===== src/rtl/ple_pkg.sv =====
// package for the positional list engine: sizes, command codes, payload types
// no dependencies
package ple_pkg;
  localparam int Capacity = 64;
  localparam int DataWidth = 32;
  localparam int SlotW = $clog2(Capacity);
  localparam int CountW = $clog2(Capacity + 1);

  typedef enum logic [3:0] {
    CMD_INS_FIRST = 4'd0,
    CMD_INS_LAST  = 4'd1,
    CMD_INS_AT    = 4'd2,
    CMD_REM_FIRST = 4'd3,
    CMD_REM_LAST  = 4'd4,
    CMD_REM_AT    = 4'd5,
    CMD_RD_FIRST  = 4'd6,
    CMD_RD_LAST   = 4'd7,
    CMD_RD_AT     = 4'd8,
    CMD_SIZE      = 4'd9,
    CMD_CLEAR     = 4'd10
  } cmd_t;

  typedef struct packed {
    logic [3:0]  command;
    logic [6:0]  position;
    logic [31:0] value;
  } req_t;

  typedef struct packed {
    logic        status;
    logic [31:0] read_value;
    logic [6:0]  length;
  } rsp_t;

  // controller to datapath
  typedef struct packed {
    logic load;       // capture request, start at the head
    logic walk;       // follow one next link
    logic fetch;      // read payload and links of the target slot
    logic exec;       // main list update, capture result
    logic link;       // second link update of an insert before a slot, latch result
  } ctl_t;

  // datapath to controller
  typedef struct packed {
    logic walk_done;
    logic need_walk;
  } sts_t;
endpackage


===== src/rtl/ple_ram.sv =====
// generic ram with one write port and one registered read port
// no dependencies
module ple_ram #(
  parameter int Width = 8,
  parameter int Depth = 16
) (
  input  logic                     clk,
  input  logic                     we,
  input  logic [$clog2(Depth)-1:0] waddr,
  input  logic [Width-1:0]         wdata,
  input  logic [$clog2(Depth)-1:0] raddr,
  output logic [Width-1:0]         rdata
);
  logic [Width-1:0] mem [Depth];

  // write port and registered read port
  always_ff @(posedge clk) begin
    if (we) mem[waddr] <= wdata;
    rdata <= mem[raddr];
  end
endmodule


===== src/rtl/ple_datapath.sv =====
// datapath: link and payload memories, head/tail/count, free stack, walk, result
// depends on ple_pkg, ple_ram
module ple_datapath (
  input  logic           clk,
  input  logic           rst,
  input  ple_pkg::req_t  req,
  input  ple_pkg::ctl_t  ctl,
  output ple_pkg::sts_t  sts,
  output ple_pkg::rsp_t  rsp
);
  localparam int SW = ple_pkg::SlotW;
  localparam int CW = ple_pkg::CountW;
  localparam int DW = ple_pkg::DataWidth;

  // list registers; hwm counts never-used slots handed out since the last clear,
  // fcnt counts freed slots waiting on the free stack
  logic [SW-1:0] head, tail;
  logic [CW-1:0] count;
  logic [CW-1:0] hwm;
  logic [CW-1:0] fcnt;
  logic [3:0]    cmd;
  logic [6:0]    pos;
  logic [DW-1:0] val;
  logic [SW-1:0] cur;
  logic [6:0]    step;
  logic          fail;
  logic [DW-1:0] rword;
  logic          relink;
  logic          at_head;
  logic [SW-1:0] sslot, pslot, nslot;

  // memory ports
  logic          pay_we, nxt_we, prv_we, fst_we;
  logic [SW-1:0] nxt_waddr, prv_waddr;
  logic [SW-1:0] nxt_wdata, prv_wdata;
  logic [SW-1:0] nxt_raddr, fst_raddr;
  logic [DW-1:0] pay_rdata;
  logic [SW-1:0] nxt_rdata, prv_rdata, fst_rdata;

  logic full, empty, pos_ok;
  logic [SW-1:0] nfree, tgt;

  ple_ram #(.Width(DW), .Depth(ple_pkg::Capacity)) u_store (
    .clk(clk), .we(pay_we), .waddr(nfree), .wdata(val), .raddr(tgt), .rdata(pay_rdata)
  );

  ple_ram #(.Width(SW), .Depth(ple_pkg::Capacity)) u_next (
    .clk(clk), .we(nxt_we), .waddr(nxt_waddr), .wdata(nxt_wdata), .raddr(nxt_raddr),
    .rdata(nxt_rdata)
  );

  ple_ram #(.Width(SW), .Depth(ple_pkg::Capacity)) u_prev (
    .clk(clk), .we(prv_we), .waddr(prv_waddr), .wdata(prv_wdata), .raddr(tgt),
    .rdata(prv_rdata)
  );

  ple_ram #(.Width(SW), .Depth(ple_pkg::Capacity)) u_free (
    .clk(clk), .we(fst_we), .waddr(fcnt[SW-1:0]), .wdata(tgt), .raddr(fst_raddr),
    .rdata(fst_rdata)
  );

  assign full   = count >= CW'(ple_pkg::Capacity);
  assign empty  = count == '0;
  assign pos_ok = (pos != 7'd0) && (CW'(pos) <= count);

  // free slot: top of the free stack, else the next never-used slot
  assign fst_raddr = SW'(fcnt - CW'(1));
  assign nfree     = (fcnt != '0) ? fst_rdata : hwm[SW-1:0];

  // target slot of the command
  always_comb begin
    case (cmd)
      ple_pkg::CMD_INS_FIRST, ple_pkg::CMD_REM_FIRST, ple_pkg::CMD_RD_FIRST: tgt = head;
      ple_pkg::CMD_REM_LAST, ple_pkg::CMD_RD_LAST: tgt = tail;
      default: tgt = cur;
    endcase
  end

  logic okc;
  always_comb begin
    case (cmd)
      ple_pkg::CMD_INS_FIRST, ple_pkg::CMD_INS_LAST: okc = !full;
      ple_pkg::CMD_INS_AT: okc = !full && pos_ok;
      ple_pkg::CMD_REM_FIRST, ple_pkg::CMD_REM_LAST,
      ple_pkg::CMD_RD_FIRST, ple_pkg::CMD_RD_LAST, ple_pkg::CMD_CLEAR: okc = !empty;
      ple_pkg::CMD_REM_AT, ple_pkg::CMD_RD_AT: okc = pos_ok;
      ple_pkg::CMD_SIZE: okc = 1'b1;
      default: okc = 1'b0;
    endcase
  end

  logic is_ins, is_rem, is_rd, positional;
  assign is_ins = cmd inside {ple_pkg::CMD_INS_FIRST, ple_pkg::CMD_INS_LAST,
                              ple_pkg::CMD_INS_AT};
  assign is_rem = cmd inside {ple_pkg::CMD_REM_FIRST, ple_pkg::CMD_REM_LAST,
                              ple_pkg::CMD_REM_AT};
  assign is_rd  = cmd inside {ple_pkg::CMD_RD_FIRST, ple_pkg::CMD_RD_LAST,
                              ple_pkg::CMD_RD_AT};
  assign positional = cmd inside {ple_pkg::CMD_INS_AT, ple_pkg::CMD_REM_AT,
                                  ple_pkg::CMD_RD_AT};

  assign sts.need_walk = okc && positional;
  assign sts.walk_done = step >= pos;

  // next link read: chase the link just read while walking, else head or target
  assign nxt_raddr = ctl.walk ? nxt_rdata : (ctl.fetch ? tgt : head);

  // memory writes
  always_comb begin
    pay_we = 1'b0;
    fst_we = 1'b0;
    nxt_we = 1'b0; nxt_waddr = nfree; nxt_wdata = tgt;
    prv_we = 1'b0; prv_waddr = nfree; prv_wdata = prv_rdata;
    if (ctl.exec && okc) begin
      if (is_ins) begin
        pay_we = 1'b1;
        if (!empty) begin
          nxt_we = 1'b1;
          prv_we = 1'b1;
          if (cmd == ple_pkg::CMD_INS_LAST) begin
            nxt_waddr = tail; nxt_wdata = nfree; prv_wdata = tail;
          end
        end
      end
      if (is_rem) begin
        fst_we = 1'b1;
        nxt_we = tgt != head; nxt_waddr = prv_rdata; nxt_wdata = nxt_rdata;
        prv_we = tgt != tail; prv_waddr = nxt_rdata; prv_wdata = prv_rdata;
      end
    end else if (ctl.link && relink) begin
      nxt_we = !at_head; nxt_waddr = pslot; nxt_wdata = nslot;
      prv_we = 1'b1;     prv_waddr = sslot; prv_wdata = nslot;
    end
  end

  // request capture, walk and per-request captures
  always_ff @(posedge clk) begin
    if (ctl.load) begin
      cmd  <= req.command;
      pos  <= req.position;
      val  <= req.value[DW-1:0];
      step <= 7'd1;
      cur  <= head;
    end else if (ctl.walk) begin
      cur  <= nxt_rdata;
      step <= step + 7'd1;
    end
    if (ctl.exec) begin
      fail    <= !okc;
      rword   <= (okc && (is_rem || is_rd)) ? pay_rdata : '0;
      relink  <= okc && is_ins && !empty && (cmd != ple_pkg::CMD_INS_LAST);
      at_head <= tgt == head;
      sslot   <= tgt;
      pslot   <= prv_rdata;
      nslot   <= nfree;
    end
  end

  // head, tail, count and free bookkeeping
  always_ff @(posedge clk) begin
    if (rst) begin
      head <= '0; tail <= '0; count <= '0; hwm <= '0; fcnt <= '0;
    end else if (ctl.exec && okc) begin
      if (is_ins) begin
        count <= count + CW'(1);
        if (fcnt != '0) fcnt <= fcnt - CW'(1);
        else hwm <= hwm + CW'(1);
        if (empty) begin
          head <= nfree; tail <= nfree;
        end else if (cmd == ple_pkg::CMD_INS_LAST) begin
          tail <= nfree;
        end else if (tgt == head) begin
          head <= nfree;
        end
      end
      if (is_rem) begin
        count <= count - CW'(1);
        fcnt  <= fcnt + CW'(1);
        if (tgt == head) head <= nxt_rdata;
        if (tgt == tail) tail <= prv_rdata;
      end
      if (cmd == ple_pkg::CMD_CLEAR) begin
        count <= '0; head <= '0; tail <= '0; hwm <= '0; fcnt <= '0;
      end
    end
  end

  // result register
  always_ff @(posedge clk) begin
    if (ctl.link) begin
      rsp.status     <= fail;
      rsp.read_value <= 32'(rword);
      rsp.length     <= 7'(count);
    end
  end
endmodule


===== src/rtl/ple_ctrl.sv =====
// controller state machine: sequences capture, walk, fetch, execute, link, result
// depends on ple_pkg
module ple_ctrl (
  input  logic          clk,
  input  logic          rst,
  input  logic          in_valid,
  output logic          in_ready,
  output logic          out_valid,
  input  logic          out_ready,
  input  ple_pkg::sts_t sts,
  output ple_pkg::ctl_t ctl
);
  typedef enum logic [5:0] {
    S_IDLE  = 6'b000001,
    S_WALK  = 6'b000010,
    S_FETCH = 6'b000100,
    S_EXEC  = 6'b001000,
    S_LINK  = 6'b010000,
    S_OUT   = 6'b100000
  } state_t;

  state_t state, state_next;

  assign in_ready  = state == S_IDLE;
  assign out_valid = state == S_OUT;

  // next state and commands
  always_comb begin
    state_next = state;
    ctl = '0;
    case (state)
      S_IDLE: begin
        ctl.load = in_valid;
        if (in_valid) state_next = S_WALK;
      end
      S_WALK: begin
        if (sts.need_walk && !sts.walk_done) ctl.walk = 1'b1;
        else state_next = S_FETCH;
      end
      S_FETCH: begin
        ctl.fetch = 1'b1;
        state_next = S_EXEC;
      end
      S_EXEC: begin
        ctl.exec = 1'b1;
        state_next = S_LINK;
      end
      S_LINK: begin
        ctl.link = 1'b1;
        state_next = S_OUT;
      end
      S_OUT: if (out_ready) state_next = S_IDLE;
      default: state_next = S_IDLE;
    endcase
  end

  always_ff @(posedge clk) begin
    if (rst) state <= S_IDLE;
    else state <= state_next;
  end
endmodule


===== src/rtl/positional_list_engine.sv =====
// positional list engine top level: controller plus datapath
// a request passes the walk, fetch, execute and link states before the result is
// valid; positional commands walk the next links to their target; one request is
// in flight at a time, and a new one is accepted once the result is taken
// synchronous active-high reset empties the list; memories need no clearing pass
module positional_list_engine (
  input  logic          clk,
  input  logic          rst,
  input  logic          in_valid,
  output logic          in_ready,
  input  ple_pkg::req_t in_data,
  output logic          out_valid,
  input  logic          out_ready,
  output ple_pkg::rsp_t out_data
);
  ple_pkg::ctl_t ctl;
  ple_pkg::sts_t sts;

  ple_ctrl u_ctrl (
    .clk(clk), .rst(rst), .in_valid(in_valid), .in_ready(in_ready),
    .out_valid(out_valid), .out_ready(out_ready), .sts(sts), .ctl(ctl)
  );

  ple_datapath u_dp (
    .clk(clk), .rst(rst), .req(in_data), .ctl(ctl), .sts(sts), .rsp(out_data)
  );
endmodule


===== config.mk =====
export PLATFORM = sky130hd
export DESIGN_NAME = positional_list_engine
export DESIGN_NICKNAME = d
export VERILOG_FILES = /design/src/rtl/ple_pkg.sv /design/src/rtl/ple_ram.sv /design/src/rtl/ple_datapath.sv /design/src/rtl/ple_ctrl.sv /design/src/rtl/positional_list_engine.sv
export SDC_FILE = /design/constraint.sdc
export NUM_CORES = 2
export LEC_CHECK = 0
export ABC_AREA = 1
export BUFFER_PORTS_ARGS = -buffer_cell sky130_fd_sc_hd__clkbuf_2
export CAP_MARGIN = 20
export CORE_ASPECT_RATIO = 0.9
export CORE_MARGIN = 3
export CORE_UTILIZATION = 35
export CTS_CLUSTER_DIAMETER = 80
export DETAILED_ROUTE_END_ITERATION = 12
export PLACE_DENSITY_LB_ADDON = 0.15
export SLEW_MARGIN = 20
export SYNTH_ARGS = -nofsm -noshare
export SYNTH_HDL_FRONTEND = slang
export SYNTH_SLANG_ARGS = --single-unit

===== constraint.sdc =====
create_clock -name clk -period 29.3 [get_ports clk]
set_clock_uncertainty 0.15 [all_clocks]
set_input_delay 1.465 -clock clk [delete_from_list [all_inputs] [get_ports clk]]
set_output_delay 1.465 -clock clk [all_outputs]
set_load 0.02 [all_outputs]

=== Word level (Yosys, flattened, before mapping) ===
Memories as Yosys holds them, arrays and structs flattened. A register that Yosys moved wholly into a read port is not among the register bits.
Index checks and enable logic that the tools add are counted.

* Order comparisons: 3
* Bitwise gates (word level): 0
* Multipliers: 0
* Muxes and demuxes: 81
* Add/sub/neg operators: 6
* Equality and inequality tests: 25
* Reduce and logical (&&, ||, !) cells: 37
* Shift operators: 0
* Div/mod/pow operators: 0

{| class="wikitable"
|+ Operators with widths
! kind !! number
|-
| $mux 6 || 42
|-
| $mux 7 || 10
|-
| $pmux 6 s6 || 1
|-
| $add 7x1->7 const B || 4
|-
| $mux 1 || 26
|-
| $reduce_bool 3->1 || 6
|-
| $eq 4x3->1 const B || 4
|-
| $reduce_bool 7->1 || 2
|-
| $sub 7x1->7 const B || 2
|-
| $eq 4x4->1 const B || 3
|-
| $eq 6x6->1 || 2
|-
| $ne 6x6->1 || 2
|-
| $pmux 6 s2 || 1
|-
| $logic_and 1x1->1 || 10
|-
| $reduce_and 3->1 || 3
|-
| $eq 4x2->1 const B || 2
|-
| $ge 7x7->1 || 1
|-
| $ge 7x7->1 const B || 1
|-
| $le 7x7->1 || 1
|-
| $logic_not 7->1 || 1
|-
| $eq 6x1->1 const B || 1
|-
| $eq 6x2->1 const B || 1
|-
| $eq 6x3->1 const B || 1
|-
| $eq 6x4->1 const B || 1
|-
| 15 further kinds || 24
|}

* Bits of input ports: 47
* Bits in read-only memories: 0
* Flip-flop bits (word level): 188
* Latch bits: 0
* Memory bits (writable): 3200
* Logic and storage cells: 177
* Memories kept: 4
* Output and inout bits: 42

{| class="wikitable"
|+ Memory list
! name !! words !! bits a word !! rd ports !! clocked after Yosys merged registers in !! wr ports !! line !! text
|-
| u_dp.u_store.mem || 64 || 32 || 1 || 1 || 1 || ple_ram.sv:14 || <nowiki>logic [Width-1:0] mem [Depth];</nowiki>
|-
| u_dp.u_free.mem || 64 || 6 || 1 || 1 || 1 || ple_ram.sv:14 ||
|-
| u_dp.u_next.mem || 64 || 6 || 1 || 1 || 1 || ple_ram.sv:14 ||
|-
| u_dp.u_prev.mem || 64 || 6 || 1 || 1 || 1 || ple_ram.sv:14 ||
|}

=== Depth between registers and ports, before layout ===
* Depth after elaboration: 11
* Mapped depth: 24

=== Modules after synthesis ===
Synthesis repeated with hierarchy kept, for this count alone.

* Cells, all modules: 11902
* Area, all modules: 139811.6 um2

{| class="wikitable"
|+ By module, submodules not included
! module !! cells an instance !! times used !! area each (um2)
|-
| ple_ram (u_dp.u_store) || 6769 || 1 || 82738.1
|-
| ple_ram (u_dp.u_free ...) || 1376 || 3 || 15930.3
|-
| ple_datapath || 948 || 1 || 8901.0
|-
| ple_ctrl || 57 || 1 || 381.6
|}

=== Worst setup path after synthesis ===
OpenSTA, ideal clock, no wires.

* Path kind: reg2reg
* Start point: reg u_ctrl.state[1]
* End point: mem u_dp.u_prev.mem[0][0] (netlist bit) (data pin)
* Path slack: 18.954 ns
* Cell stages (with the launch flop): 8
* Required time: 28.448 ns
* Data arrival time: 9.494 ns
* Buffers on the path: 3
* Cells stage by stage: dfxtp_1 -> or2_1 -> nor4_1 -> nand2_1 -> buf_4 -> buf_2 -> clkbuf_1 -> o21ai_0

* Word-level cells in the longest chain between the ends: 5
* Elaborated cells between the ends (all ways): 8
* Classes of those cells: eq/ne: 2; mux: 4; reduce/logical: 2

{| class="wikitable"
|+ RTL lines
! element !! line !! text
|-
| start, declared || ple_ctrl.sv:22 || <nowiki>state_t state, state_next;</nowiki>
|-
| start signal, assigned || ple_ctrl.sv:59 || <nowiki>else state <= state_next;</nowiki>
|-
| $eq 6x5->1 || ple_ctrl.sv:31 || <nowiki>case (state)</nowiki>
|-
| $mux 1 || ple_ctrl.sv:31 ||
|-
| $logic_and 1x1->1 || ple_datapath.sv:130 || <nowiki>end else if (ctl.link && relink) begin</nowiki>
|-
| $mux 6 || ple_datapath.sv:130 ||
|-
| $mux 6 (*) || ple_datapath.sv:114 || <nowiki>if (ctl.exec && okc) begin</nowiki>
|-
| via u_dp.prv_wdata[0] || ple_datapath.sv:35 || <nowiki>logic [SW-1:0] nxt_wdata, prv_wdata;</nowiki>
|-
| end, declared || ple_ram.sv:14 ||
|}

Mark *: on every way through the listed nets, which the timed path passes. The rest lies on a longest branch.

=== Final worst setup path ===
* Start point: reg u_dp.cmd[3]
* End point: reg u_dp.u_store.rdata[0], read port of u_dp.u_store.mem

* Word-level cells in the longest chain between the ends: 3
* Elaborated cells between the ends (all ways): 8
* Classes of those cells: eq/ne: 4; mux: 1; reduce/logical: 3

{| class="wikitable"
|+ RTL lines
! element !! line !! text
|-
| start, declared || ple_datapath.sv:21 || <nowiki>logic [3:0] cmd;</nowiki>
|-
| start signal, assigned || ple_datapath.sv:139 || <nowiki>cmd <= req.command;</nowiki>
|-
| $eq 4x3->1 (tied with other cells) || ple_datapath.sv:72 || <nowiki>case (cmd)</nowiki>
|-
| $reduce_or 3->1 or $reduce_or 2->1 (tied branches) || ple_datapath.sv:72 ||
|-
| $pmux 6 s2 (*) || ple_datapath.sv:72 ||
|-
| end, declared || ple_ram.sv:12 || <nowiki>output logic [Width-1:0] rdata</nowiki>
|}

Every way passes the cells marked *; elsewhere a longest branch is shown, timed or not.
A chain may end at the register's enable or synchronous reset.

==> impl_metrics.ini <==
[outcome]
status = finished, final reports clean

[sta]
tns_ps = 0
setup_slack_ps = 21930
slew_headroom_pct = 18.3
rsz0062_at_grt = false
hold_viol_final = 0
slew_violations = 0
finalCritPeriodShare_pct = 25.2
layout_min_cycle_time_ps = 7370
worst_pin_slew_ps = 1230
fmax_mhz = 136
hold_ws_ps = 264
setup-violations-final = 0

[finish]
mostFrequentLayoutCell = edfxtp_1
final_nets = 10600
drive_gt1_share_pct = 10.7
final_cell_mix = 3342 x edfxtp_1, 1122 x o211ai_1, 1117 x nor2_1, 1011 x o21ai_0, 721 x nand3_1
syn_to_final_growth_pct = 13.2
nFillCells = 36900
multiInputGateArea_um2 = 33200
seqCellArea_um2 = 102000

[clock_network]
cts-resized-gates = 0
clk_pin_slew_ps = 60
cts_root_buf = clkbuf_16
insertion_delay_ps = 980
clock_sinks = 3437
cts_tree = built
postCtsSetupRepairBufs = 0
hold_buffers = 0
clk_path_buf_depth = 4
htree_levels = 5
numCtsBuffers = 372

[worst_setup_path]
critPathMaxStageDelay_ps = 880
crit-reg2reg-launch = u_dp.cmd[3]
rrSetupSlack_ps = 21930
critPathTopFamily = buffers and inverters
required_ps = 30010
worstPathArrival_ps = 8090
cp_max_fo = 143
crit_start = u_dp.cmd[3]
critPathCaptureType = flip-flop
crit_path_top_delay_cell = buf_4
crit_chain = nor2_2, nand2_1, nand2_1, or2_2, nand2_8, inv_8, buf_4, buf_12, buf_4, buf_4, o211ai_1, o211ai_1, o211ai_1, nand3_1, nand3_1, nand2_1
criticalPathCategory = reg -> reg
start_kind = flip-flop
worst-path-buf-inv = 5

[floorplanning]
core-area_um2 = 396000
fp.dieArea_um2 = 407000
die_y_um = 605
initial_utilization_pct = 35.2
fp.dieW_um = 672
rows = 219
ios = 89

[hold_path]
hold_start = u_dp.rword[15]
hold_path_class = reg -> reg

[yosys]
synth-main-ff-cell = edfxtp_1
yosys.area.top_type_share_pct = 71.8
synth_area_per_cell_um2 = 13.1
synth_cell_type_count = 58
netlist_instances = 10600
yosys-top-cells-area = edfxtp_1 72%, o211ai_1 6.0%, o21ai_0 3.6%, nor2_1 3.2%, nand3_1 2.6%
synth_edf_count = 3342
synth_nets = 10700
yosysTopAreaCell = edfxtp_1
ys_seq_area_share_pct = 73.2
synth_seq_cells = 3437
synth_warnings = 0
synth_area_um2 = 140000
async_flop_share_pct = 0

[detailed_routing]
drc = 0
wl_per_cell_um = 26.3
ant_nets = 0
drt_wl_total_um = 425000
drt_first_pass_iters = 6
drt-initial-drc-count = 9123
vias = 87800
vias_per_cell = 5.43

[power]
intPower_w = 0.00945
ir_drop_mv = 0.0866
p_per_area_nw_per_um2 = 90.7
p_comb_share_pct = 26.5
p_sw_w = 0.00491
p_leak_nw = 50.5
pwr-share-seq_pct = 41.2
power_frac_clock_pct = 32.4
switching_share_pct = 34.2

[placement]
port_buffers = 88
post-place-ws_ps = 22050
place_congestion = 0.811
place_hpwl_um = 225000

[grt]
grt_pass1_vias = 85100
use_met2_pct = 32.9
grt_antenna_before_repair = 24
met3_usage_pct = 2.44
grt_max_degree = 237
globalRouteOverflowTotal = 0
grt_usage_pct = 20.3
top_usage_layer = met2
use_met1_pct = 29.1
grt_pass1_wl_um = 612000

[run]
maxCapViolCount = 0
state kept, by name, summed over array words and instances (netlist names), 7 cells and up:
register	count
u_dp.count	7
u_dp.fcnt	7
u_dp.pos	7
u_dp.rsp	40
u_dp.rword	32
u_dp.step	7
u_dp.u_free.mem	384
u_dp.u_next.mem	384
u_dp.u_prev.mem	384
u_dp.u_store.mem	2048
u_dp.u_store.rdata	32
u_dp.val	32
path summary, 6_finish.rpt:
| check | depth (start not counted) | to |
|---|---|---|
| worst max-delay path | 16 | u_dp.u_store.rdata[0] |
| worst min-delay path | 0 | u_dp.rsp[22] |
| worst max register to register | 16 | u_dp.u_store.rdata[0] |
| worst min register to register | 0 | u_dp.rsp[22] |
synthesized netlist by cell type (all sizes together) (4+ instances only):
| cell type | instances |
|---|---|
| edfxtp | 3342 |
| nor2 | 1190 |
| o211ai | 1123 |
| o21ai | 1092 |
| nand3 | 732 |
| nand2 | 680 |
| inv | 529 |
| clkbuf | 507 |
| or2 | 473 |
| buf | 232 |
| o22ai | 156 |
| nand3b | 130 |
| dfxtp | 95 |
| a21oi | 62 |
| o32ai | 60 |
| o221ai | 43 |
| mux2i | 39 |
| nor3 | 31 |
| ha | 24 |
| nand4 | 24 |
| xor2 | 17 |
| a211oi | 6 |
| a22oi | 5 |
| o21a | 5 |
| nor3b | 4 |
| nor4 | 4 |
| xnor2 | 4 |
final cells by class:
cell class / instances / area share (%)
Multi-Input combinational cell: 5920 / 21.0
Clock inverter: 198 / 1.20
Antenna cell: 4 / 0.00633
Timing Repair Buffer: 287 / 1.29
Sequential cell: 3437 / 64.6
Inverter: 532 / 1.29
Tap cell: 5304 / 4.19
Clock buffer: 497 / 6.43
per-stage QoR:
stage / power [W] / utilization, % / instances / cell area, um2
global route: 0.0150 / 39.9 / 16200 / 158000
CTS: 0.0145 / 39.9 / 16200 / 158000
finish: 0.0144 / 39.9 / 16200 / 158000
detailed placement: 0.00983 / 36.8 / 15500 / 146000
floorplan: 0.00831 / - / 10600 / 140000
global placement: 0.00980 / 36.8 / 15500 / 146000
cells by family (layout without fill, tap and decap cells):
logic type      Yosys count  after routing  share of synthesized area, %
other cells               0              4                             0
xor+xnor                 21             21                         0.132
fa+ha+maj                25             25                         0.229
simple gates           3270           3270                          10.8
compound gates         2565           2565                          11.7
buf+inv                1271           1514                          3.62
flops                  3437           3437                          73.2
mux                      39             39                         0.279
power groups by stage:
stage / registers, W / logic, W / clock network [W]
2_1_floorplan: 0.00608 / 0.00222 / 0
3_3_place_gp: 0.00602 / 0.00378 / 0
3_5_place_dp: 0.00602 / 0.00381 / 0
4_1_cts: 0.00591 / 0.00382 / 0.00475
5_1_grt: 0.00591 / 0.00414 / 0.00494
6_report: 0.00591 / 0.00380 / 0.00464
per-layer routing:
metal	vias up	wire length, um
li1	39500	-
met1	44900	192000
met2	2796	198000
met3	574	25100
met4	2	9700
met5	-	13
(Power assumes the default switching activity.)
